## src/rtl/b85_pkg.sv

```systemverilog
`timescale 1ns / 1ps
// Shared types, constants and the character reverse lookup for the base85 decoder.
// Depends on nothing; every other file imports it.
package b85_pkg;

    // Radix of one digit and the largest legal group value.
    localparam logic [6:0]  RADIX      = 7'd85;
    localparam logic [31:0] GROUP_MAX  = 32'hFFFF_FFFF;
    localparam logic [2:0]  LAST_DIGIT = 3'd4;
    localparam logic [2:0]  WORD_BYTES = 3'd4;

    // Queue between the front and the back.
    localparam int Q_DEPTH = 4;
    localparam int Q_AW    = $clog2(Q_DEPTH);
    localparam int Q_CW    = $clog2(Q_DEPTH + 1);

    // Result status codes.
    typedef enum logic [1:0] {
        ST_BYTE     = 2'd0,
        ST_BAD_CHAR = 2'd1,
        ST_OVERFLOW = 2'd2
    } t_status;

    // Outcome of looking up one character.
    typedef struct packed {
        logic       valid;
        logic [6:0] value;
    } t_digit;

    // One unit of work for the back: a word and how many results it yields.
    typedef struct packed {
        logic [31:0] word;
        logic [2:0]  cnt;
        t_status     status;
        logic        msg_end;
    } t_job;

    // Reverse alphabet lookup: digits, upper case, lower case, then symbols.
    function automatic t_digit digit_of(input logic [7:0] c);
        t_digit r;
        r.valid = 1'b1;
        r.value = 7'd0;
        if (c >= 8'h30 && c <= 8'h39) begin
            r.value = 7'(c - 8'h30);
        end else if (c >= 8'h41 && c <= 8'h5A) begin
            r.value = 7'(c - 8'h41 + 8'd10);
        end else if (c >= 8'h61 && c <= 8'h7A) begin
            r.value = 7'(c - 8'h61 + 8'd36);
        end else begin
            unique case (c)
                8'h21: r.value = 7'd62;
                8'h23: r.value = 7'd63;
                8'h24: r.value = 7'd64;
                8'h25: r.value = 7'd65;
                8'h26: r.value = 7'd66;
                8'h28: r.value = 7'd67;
                8'h29: r.value = 7'd68;
                8'h2A: r.value = 7'd69;
                8'h2B: r.value = 7'd70;
                8'h2D: r.value = 7'd71;
                8'h3B: r.value = 7'd72;
                8'h3C: r.value = 7'd73;
                8'h3D: r.value = 7'd74;
                8'h3E: r.value = 7'd75;
                8'h3F: r.value = 7'd76;
                8'h40: r.value = 7'd77;
                8'h5E: r.value = 7'd78;
                8'h5F: r.value = 7'd79;
                8'h60: r.value = 7'd80;
                8'h7B: r.value = 7'd81;
                8'h7C: r.value = 7'd82;
                8'h7D: r.value = 7'd83;
                8'h7E: r.value = 7'd84;
                default: r.valid = 1'b0;
            endcase
        end
        return r;
    endfunction

endpackage

```

## src/rtl/b85_front.sv

```systemverilog
`timescale 1ns / 1ps
// Front of the decoder: accepts characters, accumulates groups, tracks the byte count.
// Depends on b85_pkg; pushes one job per finished group or error into the queue.
module b85_front #(
    parameter int COUNT_BITS = 16
) (
    input  logic          i_clk,
    input  logic          i_rst_n,
    input  logic          i_valid,
    output logic          o_ready,
    input  logic [7:0]    i_char_code,
    input  logic          i_starts_message,
    input  logic [15:0]   i_message_bytes,
    input  logic          i_q_full,
    output logic          o_push,
    output b85_pkg::t_job o_job
);
    import b85_pkg::*;

    logic [31:0]           r_group, n_group;
    logic [2:0]            r_pos, n_pos;
    logic [COUNT_BITS-1:0] r_left, n_left;
    logic                  r_aborted, n_aborted;

    logic                  accept;
    logic [31:0]           eff_group;
    logic [2:0]            eff_pos;
    logic [COUNT_BITS-1:0] eff_left;
    logic                  eff_aborted;
    logic                  active;
    t_digit                dig;
    logic [38:0]           full;
    logic [2:0]            cnt;

    // The queue never overflows: a character is taken only while it has room.
    assign o_ready = !i_q_full;
    assign accept  = i_valid && o_ready;

    // A message start clears the group and reloads the count before decoding.
    always_comb begin
        eff_group   = i_starts_message ? 32'd0 : r_group;
        eff_pos     = i_starts_message ? 3'd0 : r_pos;
        eff_left    = i_starts_message ? COUNT_BITS'(i_message_bytes) : r_left;
        eff_aborted = i_starts_message ? 1'b0 : r_aborted;
        active      = !eff_aborted && (eff_left != '0);
        dig         = digit_of(i_char_code);
        full        = 39'(eff_group) * 39'(RADIX) + 39'(dig.value);
        cnt         = (eff_left < COUNT_BITS'(WORD_BYTES)) ? 3'(eff_left) : WORD_BYTES;
    end

    // Next state and the job that this character causes, if any.
    always_comb begin
        n_group       = r_group;
        n_pos         = r_pos;
        n_left        = r_left;
        n_aborted     = r_aborted;
        o_push        = 1'b0;
        o_job.word    = 32'd0;
        o_job.cnt     = 3'd1;
        o_job.status  = ST_BYTE;
        o_job.msg_end = 1'b1;
        if (accept) begin
            n_group   = eff_group;
            n_pos     = eff_pos;
            n_left    = eff_left;
            n_aborted = eff_aborted;
            if (active) begin
                if (!dig.valid) begin
                    n_aborted    = 1'b1;
                    n_group      = 32'd0;
                    n_pos        = 3'd0;
                    o_push       = 1'b1;
                    o_job.status = ST_BAD_CHAR;
                end else if (eff_pos < LAST_DIGIT) begin
                    n_group = full[31:0];
                    n_pos   = eff_pos + 3'd1;
                end else begin
                    n_group = 32'd0;
                    n_pos   = 3'd0;
                    o_push  = 1'b1;
                    if (full > 39'(GROUP_MAX)) begin
                        n_aborted    = 1'b1;
                        o_job.status = ST_OVERFLOW;
                    end else begin
                        n_left        = eff_left - COUNT_BITS'(cnt);
                        o_job.word    = full[31:0];
                        o_job.cnt     = cnt;
                        o_job.msg_end = (eff_left == COUNT_BITS'(cnt));
                    end
                end
            end
        end
    end

    // Decoder state.
    always_ff @(posedge i_clk) begin
        if (!i_rst_n) begin
            r_group   <= 32'd0;
            r_pos     <= 3'd0;
            r_left    <= '0;
            r_aborted <= 1'b0;
        end else begin
            r_group   <= n_group;
            r_pos     <= n_pos;
            r_left    <= n_left;
            r_aborted <= n_aborted;
        end
    end

    // A pushed byte job always asks for between one and four results.
    a_job_cnt: assert property (@(posedge i_clk) disable iff (!i_rst_n)
        o_push |-> (o_job.cnt != 3'd0 && o_job.cnt <= WORD_BYTES))
        else $error("front pushed a job with a bad result count");

endmodule

```

## src/rtl/b85_queue.sv

```systemverilog
`timescale 1ns / 1ps
// Short job queue that decouples the front from the back.
// Depends on b85_pkg for the job type and the queue depth.
module b85_queue (
    input  logic          i_clk,
    input  logic          i_rst_n,
    input  logic          i_push,
    input  b85_pkg::t_job i_job,
    output logic          o_full,
    input  logic          i_pop,
    output logic          o_valid,
    output b85_pkg::t_job o_job
);
    import b85_pkg::*;

    t_job            r_mem [Q_DEPTH];
    logic [Q_AW-1:0] r_wr_ptr, r_rd_ptr;
    logic [Q_CW-1:0] r_count;
    logic            do_pop;

    assign o_full  = (r_count == Q_CW'(Q_DEPTH));
    assign o_valid = (r_count != '0);
    assign o_job   = r_mem[r_rd_ptr];
    assign do_pop  = i_pop && o_valid;

    // Job storage holds no reset.
    always_ff @(posedge i_clk) begin
        if (i_push) begin
            r_mem[r_wr_ptr] <= i_job;
        end
    end

    // Pointers and fill count.
    always_ff @(posedge i_clk) begin
        if (!i_rst_n) begin
            r_wr_ptr <= '0;
            r_rd_ptr <= '0;
            r_count  <= '0;
        end else begin
            if (i_push) begin
                r_wr_ptr <= r_wr_ptr + Q_AW'(1);
            end
            if (do_pop) begin
                r_rd_ptr <= r_rd_ptr + Q_AW'(1);
            end
            r_count <= r_count + Q_CW'(i_push) - Q_CW'(do_pop);
        end
    end

    a_no_overflow: assert property (@(posedge i_clk) disable iff (!i_rst_n)
        !(i_push && o_full))
        else $error("job pushed into a full queue");

    a_no_underflow: assert property (@(posedge i_clk) disable iff (!i_rst_n)
        !(i_pop && !o_valid))
        else $error("job popped from an empty queue");

endmodule

```

## src/rtl/b85_back.sv

```systemverilog
`timescale 1ns / 1ps
// Back of the decoder: splits each job into result items, one per cycle while not stalled.
// Depends on b85_pkg; reads jobs from the queue and drives the output register.
module b85_back (
    input  logic          i_clk,
    input  logic          i_rst_n,
    input  logic          i_q_valid,
    input  b85_pkg::t_job i_job,
    output logic          o_pop,
    output logic          o_valid,
    input  logic          i_ready,
    output logic [7:0]    o_data_byte,
    output logic [1:0]    o_status,
    output logic          o_group_end,
    output logic          o_message_end
);
    import b85_pkg::*;

    logic [1:0] r_idx;
    logic       r_valid;
    logic [7:0] r_data;
    t_status    r_status;
    logic       r_ge, r_me;

    logic       load;
    logic       last;
    logic [7:0] sel_byte;

    // The output register takes a new item whenever it is empty or being taken.
    assign load  = i_q_valid && (!r_valid || i_ready);
    assign last  = (3'(r_idx) + 3'd1 == i_job.cnt);
    assign o_pop = load && last;

    // Bytes leave most significant first.
    always_comb begin
        unique case (r_idx)
            2'd0: sel_byte = i_job.word[31:24];
            2'd1: sel_byte = i_job.word[23:16];
            2'd2: sel_byte = i_job.word[15:8];
            2'd3: sel_byte = i_job.word[7:0];
        endcase
    end

    // Byte index within the current job and the output valid flag.
    always_ff @(posedge i_clk) begin
        if (!i_rst_n) begin
            r_idx   <= 2'd0;
            r_valid <= 1'b0;
        end else begin
            if (load) begin
                r_idx <= last ? 2'd0 : r_idx + 2'd1;
            end
            if (load) begin
                r_valid <= 1'b1;
            end else if (i_ready) begin
                r_valid <= 1'b0;
            end
        end
    end

    // Output payload.
    always_ff @(posedge i_clk) begin
        if (load) begin
            r_data   <= sel_byte;
            r_status <= i_job.status;
            r_ge     <= last;
            r_me     <= last && i_job.msg_end;
        end
    end

    assign o_valid       = r_valid;
    assign o_data_byte   = r_data;
    assign o_status      = r_status;
    assign o_group_end   = r_ge;
    assign o_message_end = r_me;

    // An error item closes both its group and its message.
    a_err_ends: assert property (@(posedge i_clk) disable iff (!i_rst_n)
        (r_valid && r_status != ST_BYTE) |-> (r_ge && r_me))
        else $error("error item without group and message end");

    // The byte index never runs past the job being split.
    a_idx_range: assert property (@(posedge i_clk) disable iff (!i_rst_n)
        i_q_valid |-> (3'(r_idx) < i_job.cnt))
        else $error("byte index beyond job result count");

endmodule

```

## src/rtl/base85_decoder_top.sv

```systemverilog
`timescale 1ns / 1ps
// Top level of the streaming base85 decoder.
// Depends on b85_pkg, b85_front, b85_queue and b85_back.
//
//  Channel  Direction  Handshake           Payload
//  input    in         i_valid / o_ready   i_char_code, i_starts_message, i_message_bytes
//  output   out        o_valid / i_ready   o_data_byte, o_status, o_group_end, o_message_end
//
// One character is accepted per cycle while the job queue has room; a character that
// completes a group pushes its job when accepted; the back loads its first item into the
// output register once the job heads the queue and the register is empty or being taken.
// Each group yields at most four items, one per cycle from the back while not stalled, so
// five characters per group keep both sides at full rate; the four-entry queue absorbs
// output stalls. Reset is synchronous, active low, and needs no clearing pass.
module base85_decoder_top #(
    parameter int COUNT_BITS = 16
) (
    input  logic        i_clk,
    input  logic        i_rst_n,
    input  logic        i_valid,
    output logic        o_ready,
    input  logic [7:0]  i_char_code,
    input  logic        i_starts_message,
    input  logic [15:0] i_message_bytes,
    output logic        o_valid,
    input  logic        i_ready,
    output logic [7:0]  o_data_byte,
    output logic [1:0]  o_status,
    output logic        o_group_end,
    output logic        o_message_end
);
    import b85_pkg::*;

    logic q_full, q_push, q_pop, q_valid;
    t_job push_job, head_job;

    b85_front #(
        .COUNT_BITS(COUNT_BITS)
    ) u_front (
        .i_clk            (i_clk),
        .i_rst_n          (i_rst_n),
        .i_valid          (i_valid),
        .o_ready          (o_ready),
        .i_char_code      (i_char_code),
        .i_starts_message (i_starts_message),
        .i_message_bytes  (i_message_bytes),
        .i_q_full         (q_full),
        .o_push           (q_push),
        .o_job            (push_job)
    );

    b85_queue u_queue (
        .i_clk   (i_clk),
        .i_rst_n (i_rst_n),
        .i_push  (q_push),
        .i_job   (push_job),
        .o_full  (q_full),
        .i_pop   (q_pop),
        .o_valid (q_valid),
        .o_job   (head_job)
    );

    b85_back u_back (
        .i_clk         (i_clk),
        .i_rst_n       (i_rst_n),
        .i_q_valid     (q_valid),
        .i_job         (head_job),
        .o_pop         (q_pop),
        .o_valid       (o_valid),
        .i_ready       (i_ready),
        .o_data_byte   (o_data_byte),
        .o_status      (o_status),
        .o_group_end   (o_group_end),
        .o_message_end (o_message_end)
    );

endmodule
```

## config.mk

```make
export PLATFORM = sky130hd
export DESIGN_NAME = base85_decoder_top
export DESIGN_NICKNAME = d
export VERILOG_FILES = /design/src/rtl/b85_pkg.sv /design/src/rtl/b85_front.sv /design/src/rtl/b85_queue.sv /design/src/rtl/b85_back.sv /design/src/rtl/base85_decoder_top.sv
export SDC_FILE = /design/constraint.sdc
export NUM_CORES = 1
export LEC_CHECK = 0
export ABC_AREA = 1
export BUFFER_PORTS_ARGS = -buffer_cell sky130_fd_sc_hd__buf_2
export CAP_MARGIN = 20
export CELL_PAD_IN_SITES_DETAIL_PLACEMENT = 1
export CELL_PAD_IN_SITES_GLOBAL_PLACEMENT = 1
export CORE_UTILIZATION = 50
export CTS_BUF_LIST = sky130_fd_sc_hd__clkbuf_4
export CTS_CLUSTER_DIAMETER = 120
export DETAILED_ROUTE_END_ITERATION = 8
export GPL_TIMING_DRIVEN = 0
export PLACE_DENSITY_LB_ADDON = 0.05
export SKIP_CTS_REPAIR_TIMING = 1
export SLEW_MARGIN = 10
export SYNTH_ARGS = -nofsm -noshare
export SYNTH_HDL_FRONTEND = slang
export SYNTH_SLANG_ARGS = --single-unit
```

## constraint.sdc

```tcl
create_clock -name i_clk -period 6.6 [get_ports i_clk]
set_input_delay 0 -clock i_clk [delete_from_list [all_inputs] [get_ports i_clk]]
set_output_delay 0 -clock i_clk [all_outputs]
set_load 0.01 [all_outputs]
```

* Word-level counts from Yosys, hierarchy flattened
Memory sizes are Yosys's and may differ from the RTL's. A register that Yosys moved wholly into a read port is not among the register bits.
Index checks and enable logic that the tools add are counted.
Widths: inputs -> output; s select.
** Storage, ports and cells
- Register bits after elaboration :: 74
- Memory bits (writable) :: 152
- Output and inout port bits :: 14
- Word-level logic and storage cells :: 133
- Memories :: 1
** Memories
- u_queue.r_mem :: depth 4, width 38, read ports 1, clocked after Yosys merged registers in 1, write ports 1, RTL line b85_queue.sv:16 : t_job r_mem [Q_DEPTH];
** Cells by class
- Add/sub/neg operators :: 14
- $mul :: 1
- Order comparisons :: 9
- Eq/ne operators :: 29
- Mux-type cells :: 48
- Reduce and logical (&&, ||, !) cells :: 18
** Operators with widths (count)
- $pmux 7 s23 :: 1
- $mux 32 :: 4
- $eq 8x6->1 const B :: 15
- $mux 38 :: 3
- $mux 16 :: 5
- $mux 35 :: 2
- $eq 8x7->1 const B :: 8
- $add 39x7->39 :: 1
- $gt 39x32->1 const B :: 1
- $mul 32x7->39 const B :: 1
- $pmux 8 s4 :: 1
- $reduce_or 23->1 :: 1
- $mux 7 :: 3
- $mux 1 :: 19
- $eq 16x3->1 :: 1
- $ge 8x7->1 const B :: 2
- $le 8x7->1 const B :: 2
- $lt 16x3->1 const B :: 1
- $reduce_bool 16->1 :: 1
- $sub 16x3->16 :: 1
- $mux 3 :: 5
- $sub 7x7->7 const B :: 2
- $mux 2 :: 5
- $logic_and 1x1->1 :: 9
- 20 further kinds :: 25

* Depth between registers and ports, before layout
- Depth after elaboration :: 12
- Depth in mapped cells :: 43

* By module
A second synthesis with hierarchy kept.
** Unflattened totals
- Cell total of the unflattened synthesis :: 2054
- Area, all modules :: 16963.8 um2
** By module, submodules not included
- b85_front :: instances 1, cells an instance 1531, area each 10040.9 um2
- b85_queue :: instances 1, cells an instance 429, area each 6098.3 um2
- b85_back :: instances 1, cells an instance 94, area each 824.5 um2

* Worst setup path before layout
OpenSTA, ideal clock, no wires.
- Path type :: in2reg
- From :: input i_starts_message
- To :: memory u_queue.r_mem[0][0] (netlist name), data pin
- Library setup time :: 0.275 ns
- Data arrival time :: 4.716 ns
- Setup slack :: 1.609 ns
- Stages on the path :: 32
- Cell sequence :: buf_4 inv_2 buf_4 clkbuf_1 buf_1 nand2_1 inv_1 ha_1 inv_1 fa_1 inv_1 fa_1 ha_1 ha_1 nand2_1 inv_1 nand2_1 nand3_1 nand2_1 nand2_1 a21oi_1 nand2_1 nand2_1 nand2_1 nor3_2 nand3_2 inv_2 nand2_4 nor2_4 inv_6 nor2_1 nand2_1
** RTL lines
- from (decl) :: RTL line base85_decoder_top.sv:23 : input logic i_starts_message,
- to (decl) :: RTL line b85_queue.sv:16

* Final worst setup path
- From :: input i_char_code[0]
- To :: register u_front.r_left[12]
** On the way
- Longest elaborated chain between the ends :: 11
** Ends and longest elaborated chain
- from (decl) :: RTL line base85_decoder_top.sv:22 : input logic [7:0] i_char_code,
- $sub 7x7->7, or another cell as far along :: RTL line b85_pkg.sv:48 : r.value = 7'(c - 8'h61 + 8'd36);
- $add 7x6->7, or another cell as far along :: RTL line b85_pkg.sv:48
- $mux 7 :: RTL line b85_pkg.sv:47 : end else if (c >= 8'h61 && c <= 8'h7A) begin
- $mux 7 :: RTL line b85_pkg.sv:45 : end else if (c >= 8'h41 && c <= 8'h5A) begin
- $mux 7 :: RTL line b85_pkg.sv:43 : if (c >= 8'h30 && c <= 8'h39) begin
- $add 39x7->39 :: RTL line b85_front.sv:47 : full = 39'(eff_group) * 39'(RADIX) + 39'(dig.value);
- $gt 39x32->1 :: RTL line b85_front.sv:81 : if (full > 39'(GROUP_MAX)) begin
- $mux 16 :: RTL line b85_front.sv:81
- $mux 16 :: RTL line b85_front.sv:74 : end else if (eff_pos < LAST_DIGIT) begin
- $mux 16 (*) :: RTL line b85_front.sv:68 : if (!dig.valid) begin
- $mux 16 (*) :: RTL line b85_front.sv:67 : if (active) begin
- to (signal assigned) :: RTL line b85_front.sv:105 : r_left <= n_left;
- to (decl) :: RTL line b85_front.sv:22 : logic [COUNT_BITS-1:0] r_left, n_left;
Mark *: on every way between the ends. The rest lies on a longest branch, timed or not.
A chain may end at the register's enable or synchronous reset.

==> key figures <==
Outcome
  • Status: complete, but fails checks
  • Failing checks: hold timing

Floorplan
  • Core Box Area: 0.0328 mm²
  • Starting Density: 0.511
  • Die Area: 0.0343 mm²
  • Ports: 43
  • Cell Rows: 66
  • Die W: 185 µm
  • DIE HEIGHT: 185 µm

Logic synthesis
  • Area share of the leading cell type in the synthesized netlist: 0.294
  • Top_reg_cell synth: edfxtp_1
  • Ys Warns: 0
  • Seq/Total Area, Yosys: 0.370
  • Post-synth top area cell: edfxtp_1
  • Post-Syn Area: 0.0168 mm²
  • Syn avg cell area: 8.24 µm²
  • Syn_nets: 2265
  • Async SR Flop Fraction: 0
  • Gate Count Post-Synth: 2035
  • Seq cells post-synth: 228
  • Distinct cells, synth: 58
  • Top post-synthesis cells by area: edfxtp_1 29%, ha_1 10%, nand2_1 8.8%
  • Number of flops mapped to enable cells by yosys: 164

STA
  • Hold slack: -0.0174 ns
  • Final Max Tran Viols: 0
  • Min Clock Period, post-route: 6.11 ns
  • Fmax: 164 MHz
  • # setup viols final: 0
  • Clk_skew: 0.0437 ns
  • Pin slew with the least headroom to its limit: 0.897 ns
  • Hold Fails Final Rpt: 4
  • RSZ-0062 raised after global routing: false
  • Worst setup margin: 0.488 ns
  • Period utilisation layout: 0.926
  • Rel. slew slack: 0.402

Placed design
  • Placed instance count: 2520
  • Pre-CTS setup slack: -0.113 ns
  • IO Port Bufs: 39
  • Hpwl dp: 40.1 mm
  • Placed Area: 0.0176 mm²
  • GPL Wtd Cong: 0.876

Setup path
  • Cell repeated most along the worst path: nand2_1
  • Slowest cell delay on critical path: 0.56 ns
  • Crit. End Element: register
  • Arrival time at the worst endpoint: 6.74 ns
  • Crit start category: input port
  • WS Path Type: in -> reg
  • CP max stage cell: dlygate4sd3_1
  • Worst path required time: 7.23 ns
  • CP Max Fanout: 10

Clock network
  • Max clock buf depth: 3
  • CTS Root Cell: clkbuf_4
  • Clock Sink Count: 228
  • H-tree levels: 2
  • CTS tree: yes
  • Reg clk slew, reported paths: 0.07 ns
  • CTS Buf Count: 53
  • Clk_lat worst skew: 0.69 ns

Run
  • Max Cap Viol: 0

Detailed routing
  • Antenna viol nets, final: 0
  • Wire per inst: 19.3 µm
  • DR vias: 14374
  • Drt drc: 0
  • Detailed Route WL: 51.0 mm
  • Drt pass-1 iters: 6
  • Initial drt markers: 854
  • Vias per cell: 5.45

Global routing
  • Vias in the first global route: 15058
  • Initial antenna violation count: 1
  • Pin count of the biggest net entering global routing: 23
  • GRT overflow: 0
  • First-pass GRT wire length: 79.1 mm
  • GR Util All Layers: 0.300

Power
  • Tot Pwr: 5.05 mW
  • PD cells: 273 mW/mm²
  • Max rail drop VDD: 0.000142 V
  • Leak: 8.82 nW

Final layout
  • Seq. cell area: 0.00621 mm²
  • Commonest non-fill, non-tap cell in the layout: nand2_1
  • Area Growth Syn to Fin: 10.4%
  • NumNets Final: 2381
  • Area of the multi-input gates: 0.00884 mm²
  • Final Instance Count excl. Fillers: 2638
  • Leading cell types in the layout, fill and taps excluded: 391 x nand2_1, 362 x inv_1, 178 x nor2_1
  • Layout cells sized above 1: 0.111
  • Fin area: 0.0185 mm²
  • Fillers: 4078

Worst hold path
  • Hold Path Class: in -> reg
-- power breakdown --
group          internal (mW)  switching [mW]  leakage (nW)
Combinational          0.619            1.47          6.41
Clock                  0.590           0.574         0.418
Sequential              1.72          0.0738          2.00
-- flip-flops by register name (all words and copies together), names as in the netlist, named ones only --
signal / count
u_front.r_group: 32
u_front.r_aborted: 1
u_back.o_valid: 1
u_back.o_status: 2
u_queue.r_wr_ptr: 2
u_queue.r_rd_ptr: 2
u_front.r_left: 16
u_queue.r_mem: 152
u_back.r_idx: 2
u_back.o_message_end: 1
u_queue.r_count: 3
u_back.o_data_byte: 8
u_back.o_group_end: 1
u_front.r_pos: 3
-- layout make-up --
type                            count  share of cell area
Inverter                          376              0.0765
Clock inverter                     19             0.00555
Clock buffer                       79              0.0321
Multi-Input combinational cell   1367               0.478
Tap cell                          442              0.0299
Buffer                             64              0.0179
Antenna cell                        2            0.000270
Sequential cell                   228               0.335
Timing Repair Buffer               61              0.0246
-- stage by stage --
step / utilization / TNS, ns
CTS: 0.559 / 0
floorplan: - / 0
global route: 0.564 / 0
detailed placement: 0.538 / -0.453
finish: 0.564 / 0
global placement: 0.534 / 0
-- routing by layer --
layer | up-vias | part of all wire | global-route usage | routed length [µm]
li1 | 6840 | - | - | -
met1 | 7128 | 0.44 | 0.389 | 22400
met2 | 333 | 0.49 | 0.521 | 25200
met3 | 73 | 0.039 | 0.0307 | 1980
met4 | 0 | 0.027 | 0.101 | 1360
met5 | - | 0 | 0 | 0
-- cell usage after synthesis, types with 4 or more instances --
| cell | instances |
|---|---|
| buf_2 | 6 |
| inv_1 | 362 |
| o21a_1 | 6 |
| xnor2_1 | 6 |
| clkbuf_1 | 42 |
| buf_1 | 6 |
| dfxtp_1 | 64 |
| nand2_2 | 17 |
| ha_1 | 139 |
| or2_0 | 5 |
| nand2_1 | 391 |
| o21ai_0 | 159 |
| nor2_1 | 182 |
| nand4_1 | 11 |
| o22ai_1 | 31 |
| nor2_2 | 8 |
| edfxtp_1 | 164 |
| nand3_1 | 83 |
| inv_2 | 12 |
| a21oi_1 | 117 |
| nor2_4 | 35 |
| xor2_1 | 33 |
| fa_1 | 62 |
| a31oi_1 | 15 |
| a31o_2 | 4 |
| o21bai_1 | 9 |
| nor3_1 | 9 |
| buf_4 | 5 |
-- worst max-delay path, delay by kind of cell --
kind | cells | cell delay, ns
simple gates | 18 | 2.12
fa+ha+maj | 5 | 2.01
compound gates | 3 | 0.65
buf+inv | 11 | 1.95
-- cells by family (layout without fill, tap and decap cells) --
kind of cell               count (synthesis)  count (layout)  synth area share
AOI/OAI and AO/OA                        357             357             0.117
xor gates and xnor gates                  39              39            0.0204
adders and majority gates                201             201             0.178
buffers and inverters                    440             599             0.104
DFF                                      228             228             0.370
muxes                                      1               1          0.000597
other                                      1               3          0.000224
and+or+nand+nor                          768             768             0.209
-- worst paths after layout --
kind,cells past startpoint,from,slack [ns],end
max,37,i_char_code[0],0.49,u_front.r_left[12]
min,7,i_starts_message,-0.02,u_front.r_left[8]
min reg2reg,2,u_front.r_left[0],0.47,u_front.r_left[0]
max reg2reg,29,u_front.r_group[3],0.52,u_front.r_left[12]
Power figures use the tool's default switching activity.
